`src/rtl/planar_video_scaler_top_macros.svh`:
```
// Assertion macros shared by the scaler RTL.
// Each expands to a labelled concurrent assertion on clock, disabled in reset.
`ifndef PLANAR_VIDEO_SCALER_TOP_MACROS_SVH
`define PLANAR_VIDEO_SCALER_TOP_MACROS_SVH

// cons must hold in the same cycle as cond
`define PVS_ASSERT_NOW(label, cond, cons, msg) \
   label: assert property (@(posedge clock) disable iff (reset) (cond) |-> (cons)) \
      else $error(msg);

// cons must hold in the cycle after cond
`define PVS_ASSERT_NEXT(label, cond, cons, msg) \
   label: assert property (@(posedge clock) disable iff (reset) (cond) |=> (cons)) \
      else $error(msg);

`endif

```
`src/rtl/pvs_pkg.sv`:
```
package pvs_pkg;

   localparam int WORD_W           = 16;
   localparam int WORDS_PER_LINE   = 64;
   localparam int COL_W            = $clog2(WORDS_PER_LINE);
   localparam int LINE_W           = 8;
   localparam int SOURCE_LINES_DEF = 256;
   localparam int QUEUE_DEPTH_DEF  = 4;
   localparam int MODE_W           = 3;
   localparam int COLOR_W          = 24;
   localparam int POS_W            = 10;
   localparam int CSR_IDX_W        = 3;
   localparam int RSP_TDATA_W      = 48;
   localparam int RSP_PAD_W        = RSP_TDATA_W - 2 * POS_W - COLOR_W;

   typedef logic [MODE_W-1:0]     mode_type;
   typedef logic [COLOR_W-1:0]    color_type;
   typedef logic [3:0][COLOR_W-1:0] palette_type;
   typedef logic [CSR_IDX_W-1:0]  csr_index_type;

   localparam mode_type MODE_NATIVE  = 3'd0;
   localparam mode_type MODE_SHIFTED = 3'd1;
   localparam mode_type MODE_SCALE32 = 3'd2;
   localparam mode_type MODE_SCALE74 = 3'd3;
   localparam mode_type MODE_DOUBLE  = 3'd4;

   localparam csr_index_type CSR_MODE      = 3'd0;
   localparam csr_index_type CSR_PAL_BLACK = 3'd1;
   localparam csr_index_type CSR_PAL_LIGHT = 3'd2;
   localparam csr_index_type CSR_PAL_DARK  = 3'd3;
   localparam csr_index_type CSR_PAL_WHITE = 3'd4;

   localparam color_type PAL_BLACK_RST = 24'h000000;
   localparam color_type PAL_LIGHT_RST = 24'hB0B0B0;
   localparam color_type PAL_DARK_RST  = 24'h404040;
   localparam color_type PAL_WHITE_RST = 24'hFFFFFF;

   localparam color_type AVG_MASK = 24'hFEFEFF;

   localparam logic [POS_W-1:0] ROW_SHIFT_NATIVE = 10'd28;
   localparam logic [POS_W-1:0] ROW_TOP_SCALE32  = 10'd42;
   localparam logic [POS_W-1:0] ROW_TOP_DOUBLED  = 10'd56;

   // one queued word with everything the back end needs
   typedef struct packed {
      logic [WORD_W-1:0] word;
      logic [WORD_W-1:0] stored;
      logic [COL_W-1:0]  x;
      logic [LINE_W-1:0] y;
      mode_type          mode;
   } entry_type;

   typedef struct packed {
      logic full;
      logic head_valid;
   } queue_status_type;

   // red and green lose their low bit before the add, blue is an exact floor average
   function automatic color_type avg_rgb(input color_type a, input color_type b);
      logic [COLOR_W:0] sum;
      sum = {1'b0, a & AVG_MASK} + {1'b0, b & AVG_MASK};
      return sum[COLOR_W:1];
   endfunction

   // pixel b is taken MSB first from both planes
   function automatic logic [1:0] pixel_index(input logic [WORD_W-1:0] w, input logic [2:0] b);
      return {w[{1'b1, ~b}], w[{1'b0, ~b}]};
   endfunction

endpackage

```
`src/rtl/pvs_queue.sv`:
```
`include "planar_video_scaler_top_macros.svh"

module pvs_queue
   import pvs_pkg::*;
#(
   parameter int DEPTH = QUEUE_DEPTH_DEF
) (
   input  logic             clock,
   input  logic             reset,
   input  logic             push,
   input  entry_type        push_entry,
   input  logic             pop,
   output entry_type        head_entry,
   output queue_status_type status
);

   localparam int PTR_W = (DEPTH > 1) ? $clog2(DEPTH) : 1;
   localparam int CNT_W = $clog2(DEPTH + 1);

   entry_type          slots_ff [DEPTH];
   logic [PTR_W-1:0]   wr_ptr_ff, wr_ptr_in;
   logic [PTR_W-1:0]   rd_ptr_ff, rd_ptr_in;
   logic [CNT_W-1:0]   count_ff, count_in;
   logic               do_push, do_pop;

   assign status.full       = (count_ff == CNT_W'(DEPTH));
   assign status.head_valid = (count_ff != '0);
   assign head_entry        = slots_ff[rd_ptr_ff];

   assign do_push = push && !status.full;
   assign do_pop  = pop && status.head_valid;

   always_comb begin
      wr_ptr_in = wr_ptr_ff;
      rd_ptr_in = rd_ptr_ff;
      count_in  = count_ff;
      if (do_push) begin
         wr_ptr_in = (wr_ptr_ff == PTR_W'(DEPTH - 1)) ? '0 : wr_ptr_ff + 1'b1;
      end
      if (do_pop) begin
         rd_ptr_in = (rd_ptr_ff == PTR_W'(DEPTH - 1)) ? '0 : rd_ptr_ff + 1'b1;
      end
      if (do_push && !do_pop) begin
         count_in = count_ff + 1'b1;
      end else if (do_pop && !do_push) begin
         count_in = count_ff - 1'b1;
      end
   end

   always_ff @(posedge clock) begin
      if (reset) begin
         wr_ptr_ff <= '0;
         rd_ptr_ff <= '0;
         count_ff  <= '0;
      end else begin
         wr_ptr_ff <= wr_ptr_in;
         rd_ptr_ff <= rd_ptr_in;
         count_ff  <= count_in;
      end
   end

   always_ff @(posedge clock) begin
      if (do_push) begin
         slots_ff[wr_ptr_ff] <= push_entry;
      end
   end

   `PVS_ASSERT_NOW(a_queue_count_bound, 1'b1, count_ff <= CNT_W'(DEPTH), "queue count exceeds depth")
   `PVS_ASSERT_NOW(a_queue_no_overflow, push, !status.full, "push into a full queue")

endmodule

```
`src/rtl/pvs_front.sv`:
```
module pvs_front
   import pvs_pkg::*;
#(
   parameter int SOURCE_LINES = SOURCE_LINES_DEF
) (
   input  logic              clock,
   input  logic              reset,
   input  logic              req_tvalid,
   output logic              req_tready,
   input  logic [WORD_W-1:0] req_word,
   input  logic              req_frame_start,
   input  mode_type          mode,
   input  queue_status_type  queue_status,
   output logic              push,
   output entry_type         push_entry
);

   logic [COL_W-1:0]  col_ff, col_in;
   logic [LINE_W-1:0] line_ff, line_in;
   logic [COL_W-1:0]  x_cur;
   logic [LINE_W-1:0] y_cur;
   logic              accept;

   logic [WORD_W-1:0] store_mem [WORDS_PER_LINE];
   logic [WORD_W-1:0] stored_ff;

   logic              held_ff, held_in;
   logic [WORD_W-1:0] word_ff;
   logic [COL_W-1:0]  x_ff;
   logic [LINE_W-1:0] y_ff;
   mode_type          mode_ff;
   logic              emits;
   logic              held_done;

   assign x_cur  = req_frame_start ? '0 : col_ff;
   assign y_cur  = req_frame_start ? '0 : line_ff;
   assign accept = req_tvalid && req_tready;

   // words that produce no pixels are dropped here and never queued
   always_comb begin
      unique case (mode_ff) inside
         MODE_NATIVE, MODE_SHIFTED, MODE_SCALE74, MODE_DOUBLE: emits = 1'b1;
         MODE_SCALE32: emits = y_ff[0];
         default:      emits = 1'b0;
      endcase
   end

   assign push       = held_ff && emits && !queue_status.full;
   assign held_done  = held_ff && (!emits || !queue_status.full);
   assign req_tready = !held_ff || held_done;

   assign push_entry.word   = word_ff;
   assign push_entry.stored = stored_ff;
   assign push_entry.x      = x_ff;
   assign push_entry.y      = y_ff;
   assign push_entry.mode   = mode_ff;

   always_comb begin
      col_in  = col_ff;
      line_in = line_ff;
      held_in = held_ff;
      if (held_done) begin
         held_in = 1'b0;
      end
      if (accept) begin
         held_in = 1'b1;
         if (x_cur == COL_W'(WORDS_PER_LINE - 1)) begin
            col_in  = '0;
            line_in = (y_cur == LINE_W'(SOURCE_LINES - 1)) ? '0 : y_cur + 1'b1;
         end else begin
            col_in  = x_cur + 1'b1;
            line_in = y_cur;
         end
      end
   end

   always_ff @(posedge clock) begin
      if (reset) begin
         col_ff  <= '0;
         line_ff <= '0;
         held_ff <= 1'b0;
      end else begin
         col_ff  <= col_in;
         line_ff <= line_in;
         held_ff <= held_in;
      end
   end

   always_ff @(posedge clock) begin
      if (accept) begin
         word_ff <= req_word;
         x_ff    <= x_cur;
         y_ff    <= y_cur;
         mode_ff <= mode;
      end
   end

   // even lines are written, odd lines read: never both at one address in a cycle
   always_ff @(posedge clock) begin
      if (accept) begin
         if (y_cur[0]) begin
            stored_ff <= store_mem[x_cur];
         end else begin
            store_mem[x_cur] <= req_word;
         end
      end
   end

endmodule

```
`src/rtl/pvs_back.sv`:
```
`include "planar_video_scaler_top_macros.svh"

module pvs_back
   import pvs_pkg::*;
(
   input  logic                   clock,
   input  logic                   reset,
   input  logic                   head_valid,
   input  entry_type              head_entry,
   output logic                   pop,
   input  palette_type            palette,
   output logic                   rsp_tvalid,
   input  logic                   rsp_tready,
   output logic [RSP_TDATA_W-1:0] rsp_tdata,
   output logic                   rsp_tlast
);

   localparam logic [1:0] SEL_FIRST  = 2'd0;
   localparam logic [1:0] SEL_BLEND  = 2'd1;
   localparam logic [1:0] SEL_SECOND = 2'd2;

   // a: pixel or group, r: row within the word's block, c: column within the group
   logic [2:0] a_ff, a_in;
   logic [1:0] r_ff, r_in;
   logic [2:0] c_ff, c_in;

   logic             load;
   logic             last;
   logic [2:0]       px0, px1;
   logic [1:0]       sel;
   color_type        upper_color, lower_color, color;
   logic [POS_W-1:0] row, col;
   logic [POS_W-1:0] k3;

   logic             rsp_valid_ff, rsp_valid_in;
   logic             rsp_last_ff;
   logic [POS_W-1:0] rsp_row_ff, rsp_col_ff;
   color_type        rsp_color_ff;

   function automatic color_type line_color(input logic [WORD_W-1:0] w,
                                            input logic [2:0] p0,
                                            input logic [2:0] p1,
                                            input logic [1:0] s,
                                            input palette_type pal);
      color_type c0, c1, res;
      c0 = pal[pixel_index(w, p0)];
      c1 = pal[pixel_index(w, p1)];
      case (s)
         SEL_FIRST:  res = c0;
         SEL_BLEND:  res = avg_rgb(c0, c1);
         SEL_SECOND: res = c1;
         default:    res = c1;
      endcase
      return res;
   endfunction

   assign load = head_valid && (!rsp_valid_ff || rsp_tready);
   assign pop  = load && last;

   // three times the line pair number
   assign k3 = POS_W'({head_entry.y[LINE_W-1:1], 1'b0}) + POS_W'(head_entry.y[LINE_W-1:1]);

   always_comb begin
      px0  = a_ff;
      px1  = a_ff;
      sel  = SEL_FIRST;
      last = 1'b1;
      a_in = '0;
      r_in = '0;
      c_in = '0;
      row  = POS_W'(head_entry.y);
      col  = POS_W'({head_entry.x, a_ff});
      unique case (head_entry.mode) inside
         MODE_NATIVE, MODE_SHIFTED: begin
            last = (a_ff == 3'd7);
            a_in = a_ff + 1'b1;
            if (head_entry.mode == MODE_SHIFTED) begin
               row = POS_W'(head_entry.y) + ROW_SHIFT_NATIVE;
            end
         end
         MODE_SCALE32: begin
            px0  = {a_ff[1:0], 1'b0};
            px1  = {a_ff[1:0], 1'b1};
            sel  = c_ff[1:0];
            last = (a_ff == 3'd3) && (r_ff == 2'd2) && (c_ff == 3'd2);
            a_in = a_ff;
            r_in = r_ff;
            c_in = c_ff + 1'b1;
            if (c_ff == 3'd2) begin
               c_in = '0;
               if (r_ff == 2'd2) begin
                  r_in = '0;
                  a_in = a_ff + 1'b1;
               end else begin
                  r_in = r_ff + 1'b1;
               end
            end
            row = ROW_TOP_SCALE32 + k3 + POS_W'(r_ff);
            col = POS_W'({head_entry.x, 3'b000}) + POS_W'({head_entry.x, 2'b00})
                + POS_W'({a_ff, 1'b0}) + POS_W'(a_ff) + POS_W'(c_ff);
         end
         MODE_SCALE74: begin
            px0  = {a_ff[0], c_ff[2:1]};
            px1  = px0 + 1'b1;
            sel  = c_ff[0] ? SEL_BLEND : SEL_FIRST;
            last = (a_ff == 3'd1) && (c_ff == 3'd6) && (r_ff == 2'd1);
            a_in = a_ff;
            c_in = c_ff;
            r_in = r_ff + 1'b1;
            if (r_ff == 2'd1) begin
               r_in = '0;
               if (c_ff == 3'd6) begin
                  c_in = '0;
                  a_in = a_ff + 1'b1;
               end else begin
                  c_in = c_ff + 1'b1;
               end
            end
            row = ROW_TOP_DOUBLED + POS_W'({head_entry.y, 1'b0}) + POS_W'(r_ff);
            col = POS_W'({head_entry.x, 4'b0000}) - POS_W'({head_entry.x, 1'b0})
                + POS_W'({a_ff, 3'b000}) - POS_W'(a_ff) + POS_W'(c_ff);
         end
         MODE_DOUBLE: begin
            last = (a_ff == 3'd7) && (r_ff == 2'd1) && (c_ff == 3'd1);
            a_in = a_ff;
            r_in = r_ff;
            c_in = c_ff + 1'b1;
            if (c_ff == 3'd1) begin
               c_in = '0;
               if (r_ff == 2'd1) begin
                  r_in = '0;
                  a_in = a_ff + 1'b1;
               end else begin
                  r_in = r_ff + 1'b1;
               end
            end
            row = ROW_TOP_DOUBLED + POS_W'({head_entry.y, 1'b0}) + POS_W'(r_ff);
            col = {head_entry.x, a_ff, c_ff[0]};
         end
         default: begin
            last = 1'b1;
         end
      endcase
      if (last) begin
         a_in = '0;
         r_in = '0;
         c_in = '0;
      end
   end

   // scaled mode: row 0 from the stored line, row 2 from the current one, row 1 blends both
   always_comb begin
      upper_color = line_color(head_entry.stored, px0, px1, sel, palette);
      lower_color = line_color(head_entry.word, px0, px1, sel, palette);
      color       = lower_color;
      if (head_entry.mode == MODE_SCALE32) begin
         case (r_ff)
            2'd0:    color = upper_color;
            2'd1:    color = avg_rgb(upper_color, lower_color);
            default: color = lower_color;
         endcase
      end
   end

   always_comb begin
      rsp_valid_in = rsp_valid_ff;
      if (load) begin
         rsp_valid_in = 1'b1;
      end else if (rsp_tready) begin
         rsp_valid_in = 1'b0;
      end
   end

   always_ff @(posedge clock) begin
      if (reset) begin
         a_ff         <= '0;
         r_ff         <= '0;
         c_ff         <= '0;
         rsp_valid_ff <= 1'b0;
      end else begin
         rsp_valid_ff <= rsp_valid_in;
         if (load) begin
            a_ff <= a_in;
            r_ff <= r_in;
            c_ff <= c_in;
         end
      end
   end

   always_ff @(posedge clock) begin
      if (load) begin
         rsp_row_ff   <= row;
         rsp_col_ff   <= col;
         rsp_color_ff <= color;
         rsp_last_ff  <= last;
      end
   end

   assign rsp_tvalid = rsp_valid_ff;
   assign rsp_tlast  = rsp_last_ff;
   assign rsp_tdata  = {{RSP_PAD_W{1'b0}}, rsp_color_ff, rsp_col_ff, rsp_row_ff};

   `PVS_ASSERT_NEXT(a_back_last_clears, load && last, a_ff == '0 && r_ff == '0 && c_ff == '0, "sequencer not cleared after last pixel")
   `PVS_ASSERT_NOW(a_back_scale_range, head_valid && head_entry.mode == MODE_SCALE32, a_ff <= 3'd3 && r_ff <= 2'd2 && c_ff <= 3'd2, "scaled-mode sequencer out of range")

endmodule

```
`src/rtl/planar_video_scaler_top.sv`:
```
// Two-plane video word to 24-bit pixel converter.
// req_*: one 16-bit word per transfer; req_tuser marks the first word of a frame and
//   clears the word column and source line counters before the word is placed.
// rsp_*: one pixel per transfer with its row and column; rsp_tlast marks the final
//   pixel that a word produces.
// csr_*: display mode (index 0) and four palette colours (indices 1 to 4), written
//   while the block is idle.
// Path: front holding register, then a queue slot, then the pixel output register.
// Throughput: one pixel per clock while words are queued and rsp_tready allows; a word gives
//   8 pixels in modes 0 and 1, 36 per odd-line word in mode 2, 28 in mode 3 and 32 in mode 4;
//   words that give no pixels (even lines in mode 2, unused modes) are dropped in the front.
//   The pixel sequencer in the back end steps through each word's pixels.
// A queue of QUEUE_DEPTH words lets the front keep accepting while pixels go out.
// Reset: counters clear, mode 0, palette to its defaults, queue and output empty.
//   The even-line store is undefined until an even line has been written.
// Stall: with rsp_tready low the output register holds, the sequencer waits, the
//   queue fills and then req_tready drops.
module planar_video_scaler_top
   import pvs_pkg::*;
#(
   parameter int SOURCE_LINES = SOURCE_LINES_DEF,
   parameter int QUEUE_DEPTH  = QUEUE_DEPTH_DEF
) (
   input  logic                   clock,
   input  logic                   reset,
   input  logic                   req_tvalid,
   output logic                   req_tready,
   input  logic [WORD_W-1:0]      req_tdata,   // video_word
   input  logic                   req_tuser,   // frame_start
   output logic                   rsp_tvalid,
   input  logic                   rsp_tready,
   output logic [RSP_TDATA_W-1:0] rsp_tdata,   // out_row, out_col, pixel_color, zero pad
   output logic                   rsp_tlast,
   input  logic                   csr_wr_en,
   input  csr_index_type          csr_index,
   input  logic [COLOR_W-1:0]     csr_wdata
);

   mode_type         mode_ff;
   palette_type      palette_ff;
   logic             push;
   entry_type        push_entry;
   logic             pop;
   entry_type        head_entry;
   queue_status_type queue_status;

   always_ff @(posedge clock) begin
      if (reset) begin
         mode_ff       <= MODE_NATIVE;
         palette_ff[0] <= PAL_BLACK_RST;
         palette_ff[1] <= PAL_LIGHT_RST;
         palette_ff[2] <= PAL_DARK_RST;
         palette_ff[3] <= PAL_WHITE_RST;
      end else if (csr_wr_en) begin
         unique case (csr_index)
            CSR_MODE:      mode_ff       <= csr_wdata[MODE_W-1:0];
            CSR_PAL_BLACK: palette_ff[0] <= csr_wdata;
            CSR_PAL_LIGHT: palette_ff[1] <= csr_wdata;
            CSR_PAL_DARK:  palette_ff[2] <= csr_wdata;
            CSR_PAL_WHITE: palette_ff[3] <= csr_wdata;
            default: ;
         endcase
      end
   end

   pvs_front #(
      .SOURCE_LINES (SOURCE_LINES)
   ) u_front (
      .clock           (clock),
      .reset           (reset),
      .req_tvalid      (req_tvalid),
      .req_tready      (req_tready),
      .req_word        (req_tdata),
      .req_frame_start (req_tuser),
      .mode            (mode_ff),
      .queue_status    (queue_status),
      .push            (push),
      .push_entry      (push_entry)
   );

   pvs_queue #(
      .DEPTH (QUEUE_DEPTH)
   ) u_queue (
      .clock      (clock),
      .reset      (reset),
      .push       (push),
      .push_entry (push_entry),
      .pop        (pop),
      .head_entry (head_entry),
      .status     (queue_status)
   );

   pvs_back u_back (
      .clock      (clock),
      .reset      (reset),
      .head_valid (queue_status.head_valid),
      .head_entry (head_entry),
      .pop        (pop),
      .palette    (palette_ff),
      .rsp_tvalid (rsp_tvalid),
      .rsp_tready (rsp_tready),
      .rsp_tdata  (rsp_tdata),
      .rsp_tlast  (rsp_tlast)
   );

endmodule

```
`config.mk`:
```
export PLATFORM = sky130hd
export DESIGN_NAME = planar_video_scaler_top
export DESIGN_NICKNAME = d
export VERILOG_FILES = /design/src/rtl/pvs_pkg.sv /design/src/rtl/pvs_queue.sv /design/src/rtl/pvs_front.sv /design/src/rtl/pvs_back.sv /design/src/rtl/planar_video_scaler_top.sv
export VERILOG_INCLUDE_DIRS = /design/src /design/src/rtl
export SDC_FILE = /design/constraint.sdc
export NUM_CORES = 2
export LEC_CHECK = 0
export ABC_CLOCK_PERIOD_IN_PS = 13100
export BUFFER_PORTS_ARGS = -buffer_cell sky130_fd_sc_hd__clkbuf_2
export CAP_MARGIN = 40
export CORE_MARGIN = 2
export CORE_UTILIZATION = 60
export CTS_BUF_LIST = sky130_fd_sc_hd__clkbuf_8
export DETAILED_ROUTE_END_ITERATION = 8
export PLACE_DENSITY = 0.84
export SYNTH_ARGS = -nofsm -noshare
export SYNTH_HDL_FRONTEND = slang
export SYNTH_HIERARCHICAL = 1
export SYNTH_SLANG_ARGS = --single-unit
```
`constraint.sdc`:
```
create_clock -name clock -period 13.1 [get_ports clock]
set_input_delay 2.62 -clock clock [delete_from_list [all_inputs] [get_ports clock]]
set_output_delay 2.62 -clock clock [all_outputs]
set_load 0.01 [all_outputs]
```
After elaboration in Yosys (flattened, before gate mapping)
Memories as Yosys holds them, arrays and structs flattened. A register that Yosys moved wholly into a read port is not among the register bits. Index checks and enable logic that the tools add are counted.

Memories kept: 2. Latch bits: 0. Bits in read-only memories: 0. Logic and storage cells: 217. Output and inout port bits: 51. Bits of input ports: 49. Flip-flop bits (word level): 208. Bits in writable memories: 1220.

Memory list: u_front.store_mem (depth 64, bits a word 16, read ports 1, clocked after Yosys merged registers in 1, wr ports 1, RTL line pvs_front.sv:24) `logic [WORD_W-1:0] store_mem [WORDS_PER_LINE];`; u_queue.slots_ff (depth 4, bits a word 49, read ports 1, clocked after Yosys merged registers in 1, wr ports 1, RTL line pvs_queue.sv:20) `entry_type slots_ff [DEPTH];`.

Divide/modulo/power cells: 0. Bitwise logic cells: 2. Magnitude comparators: 8. Reduce and logical (&&, ||, !) cells: 46. Add/subtract/negate cells: 27. Multiply operators: 0. Muxes and demuxes: 77. Equality and inequality tests: 32. Shift operators: 0.

Operator list (count): binary-select mux 24 bit (select 2 bit) (4); case mux 24 bit (2 select lines) (3); two-way mux 24 bit (5); adder 24 x 24 -> 25 bit (3); case mux 10 bit (3 select lines) (2); two-way mux 3 bit (14); adder 10 x 3 -> 10 bit (3); binary-select mux 1 bit (select 3 bit) (8); == test 3 x 2 -> 1 bit (second input constant) (8); two-way mux 8 bit (3); adder 10 x 2 -> 10 bit (2); == test 3 bit (second input constant) (6); two-way mux 1 bit (18); two-way mux 2 bit (9); logical AND 1 bit (16); == test 3 x 1 -> 1 bit (second input constant) (5); inequality test 3 x 2 -> 1 bit (second input constant) (5); AND reduction 2 bit (7); adder 3 x 1 -> 3 bit (second input constant) (4); < comparator 2 x 3 -> 1 bit (second input constant) (4); two-way mux 6 bit (2); case mux 3 bit (2 select lines) (2); case mux 3 bit (4 select lines) (1); adder 10 x 4 -> 10 bit (1); other kinds (36) (57).

Logic depth before layout (Yosys ltp)
Depth in word-level cells: 12. Gate-level depth with buffers: 33. Gate-level depth less buffers: 28.

Hierarchy
Netlist, hierarchy kept.

By module, submodules not included: pvs_front (seq. area each 32521.2 um2, times used 1, cells an instance 2467, area an instance 42022.8 um2); pvs_back (seq. area each 1531.5 um2, times used 1, cells an instance 1523, area an instance 12239.2 um2); pvs_queue (seq. area each 6065.8 um2, times used 1, cells an instance 306, area an instance 7563.5 um2); planar_video_scaler_top (seq. area each 1981.9 um2, times used 1, cells an instance 382, area an instance 3986.3 um2).

Worst setup path after synthesis
No wires, ideal clock.

Path kind: reg2reg. Start: register with a tool-made name. End: register u_back.rsp_color_ff[7] (data pin). Arrival time: 6108 ps. Path slack: 6722 ps. Clock period less this slack: 6378 ps. Stages on the path, launching flop included: 33. Setup time: 270 ps. Cell sequence: dfxtp_1 -> buf_6 -> buf_12 -> mux4_1 -> buf_4 -> nor2b_4 -> buf_6 -> mux2i_2 -> buf_4 -> mux4_2 -> mux2i_2 -> buf_2 -> buf_2 -> mux2i_1 -> a21oi_1 -> ha_1 -> and2_1 -> or2_2 -> a41oi_1 -> xor2_1 -> o21ai_0 -> o21ai_0 -> inv_1 -> ha_1 -> a21o_1 -> a21o_1 -> a21o_1 -> a21oi_1 -> nor2b_1 -> o21ai_0 -> nand3b_1 -> o21ai_0 -> a21oi_1.

RTL lines: end signal: assignment (RTL line pvs_back.sv:194) `rsp_color_ff <= color;`; end: declaration (RTL line pvs_back.sv:38) `color_type rsp_color_ff;`.

==> results.md <==
- Status: finished, final reports clean
- Fmax: roughly 0.12 GHz
- Critical Path AT: ~8.8 ns
- Post-DRT Antenna Nets: 0
- Dpl hpwl: roughly 110 mm
- CTS buffer count: 217
- Routed WL per cell: around 29 um
- Synth cell types: 105
- Yosys top cell area share: approximately 60%
- Max-slew violations: 0
- Hold Path Stages: 0
- Top_reg_cell synth: edfxtp_1
- Hold Fails Final Rpt: 0
- Power per cell area: 169 nW/um2
- Via count: 44000
- Largest cells by area after synthesis: edfxtp_1 60%, mux2i_1 8.8%, dfxtp_1 4.0%, ha_1 2.6%, a21oi_1 1.9%
- Crit-path max FO: 70
- Starting DRT DRC Count: about 6700
- Clk Latency, worst-skew pair: between 0.9 and 1 ns
- Rel. slew slack: between 20 and 30%
- Chip Height: between 300 and 400 um
- Reg-to-Reg End: u_back/rsp_color_ff[7]
- Die X: around 340 um
- Cts hold-fix bufs: 0
- All-Layer GR Usage: 32.7%
- FF+latch count, synth: 1446
- WHS Endpoint: u_front/mode_ff[1]
- H-tree depth: 4
- Critical path endpoint category: register
- # resized after CTS: 0
- Post-synth EDFFs: 1314
- Slew @ Worst Pin: between 1 and 1.5 ns
- R2R Setup Slk: roughly 4.9 ns
- Worst path slowest cell: mux2i_2
- Min-delay src: mode_ff[1]
- DRT Pass-1 Iters: 9
- RSZ-0062 raised after global routing: no
- Starting density of the core: a little over 60%
- Setup Buffers After CTS: 0
- Max rail drop VDD: approximately 0.00016 V
- PortBufs: 95
- Global-route wire length before repair: between 200 and 300 mm
- CP dominant cell by count: o21ai_0
- Initial antenna violation count: 5
- WHS: about 0.43 ns
- Vias in the first global route: 43000
- CTS root buffer: clkbuf_8
- Total core area: roughly 110000 um2
- Remaining DRCs: 0
- Mapped Avg Cell Area: 14.1 um2
- Critical Path RT: 13.70 ns
- Setup violation total in the final timing report: 0
- Clk_skew: 0.0830 ns
- Max-cap violations: 0
- Clk slew on worst S/H paths: about 0.06 ns
- NumNets Final: 5089
- FFs w/ async S/R, synth: 0%
- Final min period: just over 8 ns
- Post-Route WL: between 150 and 200 mm
- Area leader, netlist: edfxtp_1
- Critical Path Start Type: register
- Largest net degree at the start of global routing: 100
- CTS max path bufs: 3
- Reg2reg path depth: 28
- Post-synthesis cell count: 4678
- Setup tns final: 0 ns
- Post-synthesis sequential area ratio: roughly 64%
- Static Leakage: 25.6 nW
- Die area: around 110000 um2
- Tcrit/Tclk final: between 60 and 70%
- Cell area after synthesis: about 66000 um2
- Yosys warns: 6
- Worst Setup Path Type: reg2reg
- Congestion Overflow GR: 0
- Rows: 121
- Hold Crit Class: reg2reg
- Largest stage delay, worst path: around 0.85 ns
- Fraction of layout instances using a drive strength above 1: roughly 14%
- CTS sink cnt: ~1400
- CTS tree: done
- Vias per Instance: 6.79
- Ports: 100
- Area growth from synthesis to layout: 10.0%
- Routability cong.: ~1
- Power Total: between 10 and 15 mW
-- synth_stat cells (all sizes together), types with 13 or more instances --
library cell / n
edfxtp: 1314
mux2i: 584
nor2: 292
a21oi: 248
nand2: 201
o21ai: 192
buf: 177
ha: 136
dfxtp: 132
clkbuf: 116
o22ai: 115
a22oi: 111
nand2b: 111
inv: 89
nor2b: 70
a211oi: 69
mux4: 56
mux2: 46
xnor2: 45
a221oi: 42
a21o: 41
a22o: 35
nand3: 32
nor3: 32
o2bb2ai: 27
o221ai: 22
fa: 21
xor2: 21
and3: 20
a31oi: 19
o211ai: 19
a32oi: 18
a2111oi: 16
a222oi: 16
and2: 16
nand4: 13
o22a: 13
-- cell type report --
type	instances	area, um2
antenna	7	17.5
tap	1414	1770
sequential	1446	42100
timing repair buffer	276	1950
clock inverter	180	1180
fill	7308	36500
multi-input combinational	2851	22000
inverter	91	342
clock buffer	223	3070
-- how the worst max path moves through the flow --
| stage | depth (start not counted) | end | slack [ns] | start |
|---|---|---|---|---|
| after global placement | 28 | u_back/rsp_color_ff[7] | 5.09 | register |
| after CTS | 28 | u_back/rsp_color_ff[7] | 4.96 | register |
| after global routing | 28 | u_back/rsp_color_ff[7] | 4.35 | register |
| after detailed placement | 28 | u_back/rsp_color_ff[7] | 5.03 | register |
| after floorplan | 32 | u_back/rsp_color_ff[7] | 6.72 | register |
| final | 28 | u_back/rsp_color_ff[7] | 4.92 | register |
-- logic make-up (layout without fill, tap and decap cells) --
logic type	after synthesis	count (layout)	synth area share [%]
compound gates	1076	1076	11.0
xor+xnor	66	66	0.878
fa+ha+maj	157	157	3.22
buf+inv	384	770	2.86
flops	1446	1446	64.0
mux	686	686	11.6
other cells	1	11	0.00570
simple gates	862	862	6.45
-- sequential cells by signal (all words and copies together) (netlist names), named ones only --
signal / cells
mode_ff: 3
palette_ff: 96
u_back/a_ff: 3
u_back/c_ff: 3
u_back/r_ff: 2
u_back/rsp_col_ff: 10
u_back/rsp_color_ff: 24
u_back/rsp_row_ff: 10
u_back/rsp_tlast: 1
u_back/rsp_tvalid: 1
u_front/col_ff: 6
u_front/held_ff: 1
u_front/line_ff: 8
u_front/mode_ff: 3
u_front/store_mem: 1024
u_front/stored_ff: 16
u_front/word_ff: 16
u_front/x_ff: 6
u_front/y_ff: 8
u_queue/count_ff: 3
u_queue/rd_ptr_ff: 2
u_queue/slots_ff: 196
u_queue/wr_ptr_ff: 2
-- stage by stage --
step / utilization [%] / setup slack [ns] / std cells / instance area (um2)
floorplan: - / 6.72 / 4681 / 65800
global placement: 62.4 / 5.09 / 6065 / 68000
detailed placement: 62.6 / 5.03 / 6074 / 68100
CTS: 66.5 / 4.96 / 6477 / 72300
global route: 66.5 / 4.35 / 6486 / 72400
finish: 66.5 / 4.92 / 6488 / 72400
-- critical path, delay by kind of cell, from the launching register on --
| kind | cells | cell delay (ns) |
|---|---|---|
| and+or+nand+nor | 6 | 1.34 |
| AOI/OAI and AO/OA | 12 | 1.82 |
| buffers and inverters | 3 | 1.33 |
| adders and majority gates | 2 | 0.70 |
| DFF | 1 | 0.31 |
| muxes | 4 | 2.15 |
| xor gates and xnor gates | 1 | 0.15 |
-- routing by layer --
metal | global-route usage (%) | share of wire [%] | routed length [um] | vias up
li1 | - | - | - | 18600
met1 | 41.9 | 35 | 65400 | 21200
met2 | 50.4 | 45 | 83300 | 3437
met3 | 9.48 | 13 | 24600 | 746
met4 | 18.2 | 6.5 | 12000 | 4
met5 | 0 | 0.015 | 28 | -
-- where the power goes --
part	leakage (nW)	total, mW	internal, mW	switching (mW)
registers	13.0	5.28	5.21	0.0695
logic	10.2	3.35	1.35	2.00
clock network	2.42	3.59	1.81	1.78
-- layout by cell type (no fill, tap or decap), types with 45 or more instances in the layout --
| cell type | Yosys | routed |
|---|---|---|
| nor2b_1 | 69 | 67 |
| mux2i_1 | 581 | 581 |
| clkbuf_8 | 0 | 223 |
| a21oi_1 | 247 | 247 |
| mux4_2 | 54 | 54 |
| clkinv_1 | 2 | 53 |
| o21ai_0 | 186 | 186 |
| clkbuf_2 | 3 | 93 |
| o22ai_1 | 115 | 115 |
| nor2_1 | 289 | 281 |
| xnor2_1 | 45 | 45 |
| nand2b_1 | 110 | 109 |
| ha_1 | 136 | 136 |
| inv_1 | 87 | 162 |
| nand2_1 | 200 | 198 |
| dfxtp_1 | 132 | 127 |
| buf_4 | 39 | 169 |
| edfxtp_1 | 1314 | 1314 |
| a22oi_1 | 111 | 111 |
| a211oi_1 | 67 | 66 |
(Power assumes the default switching activity.)
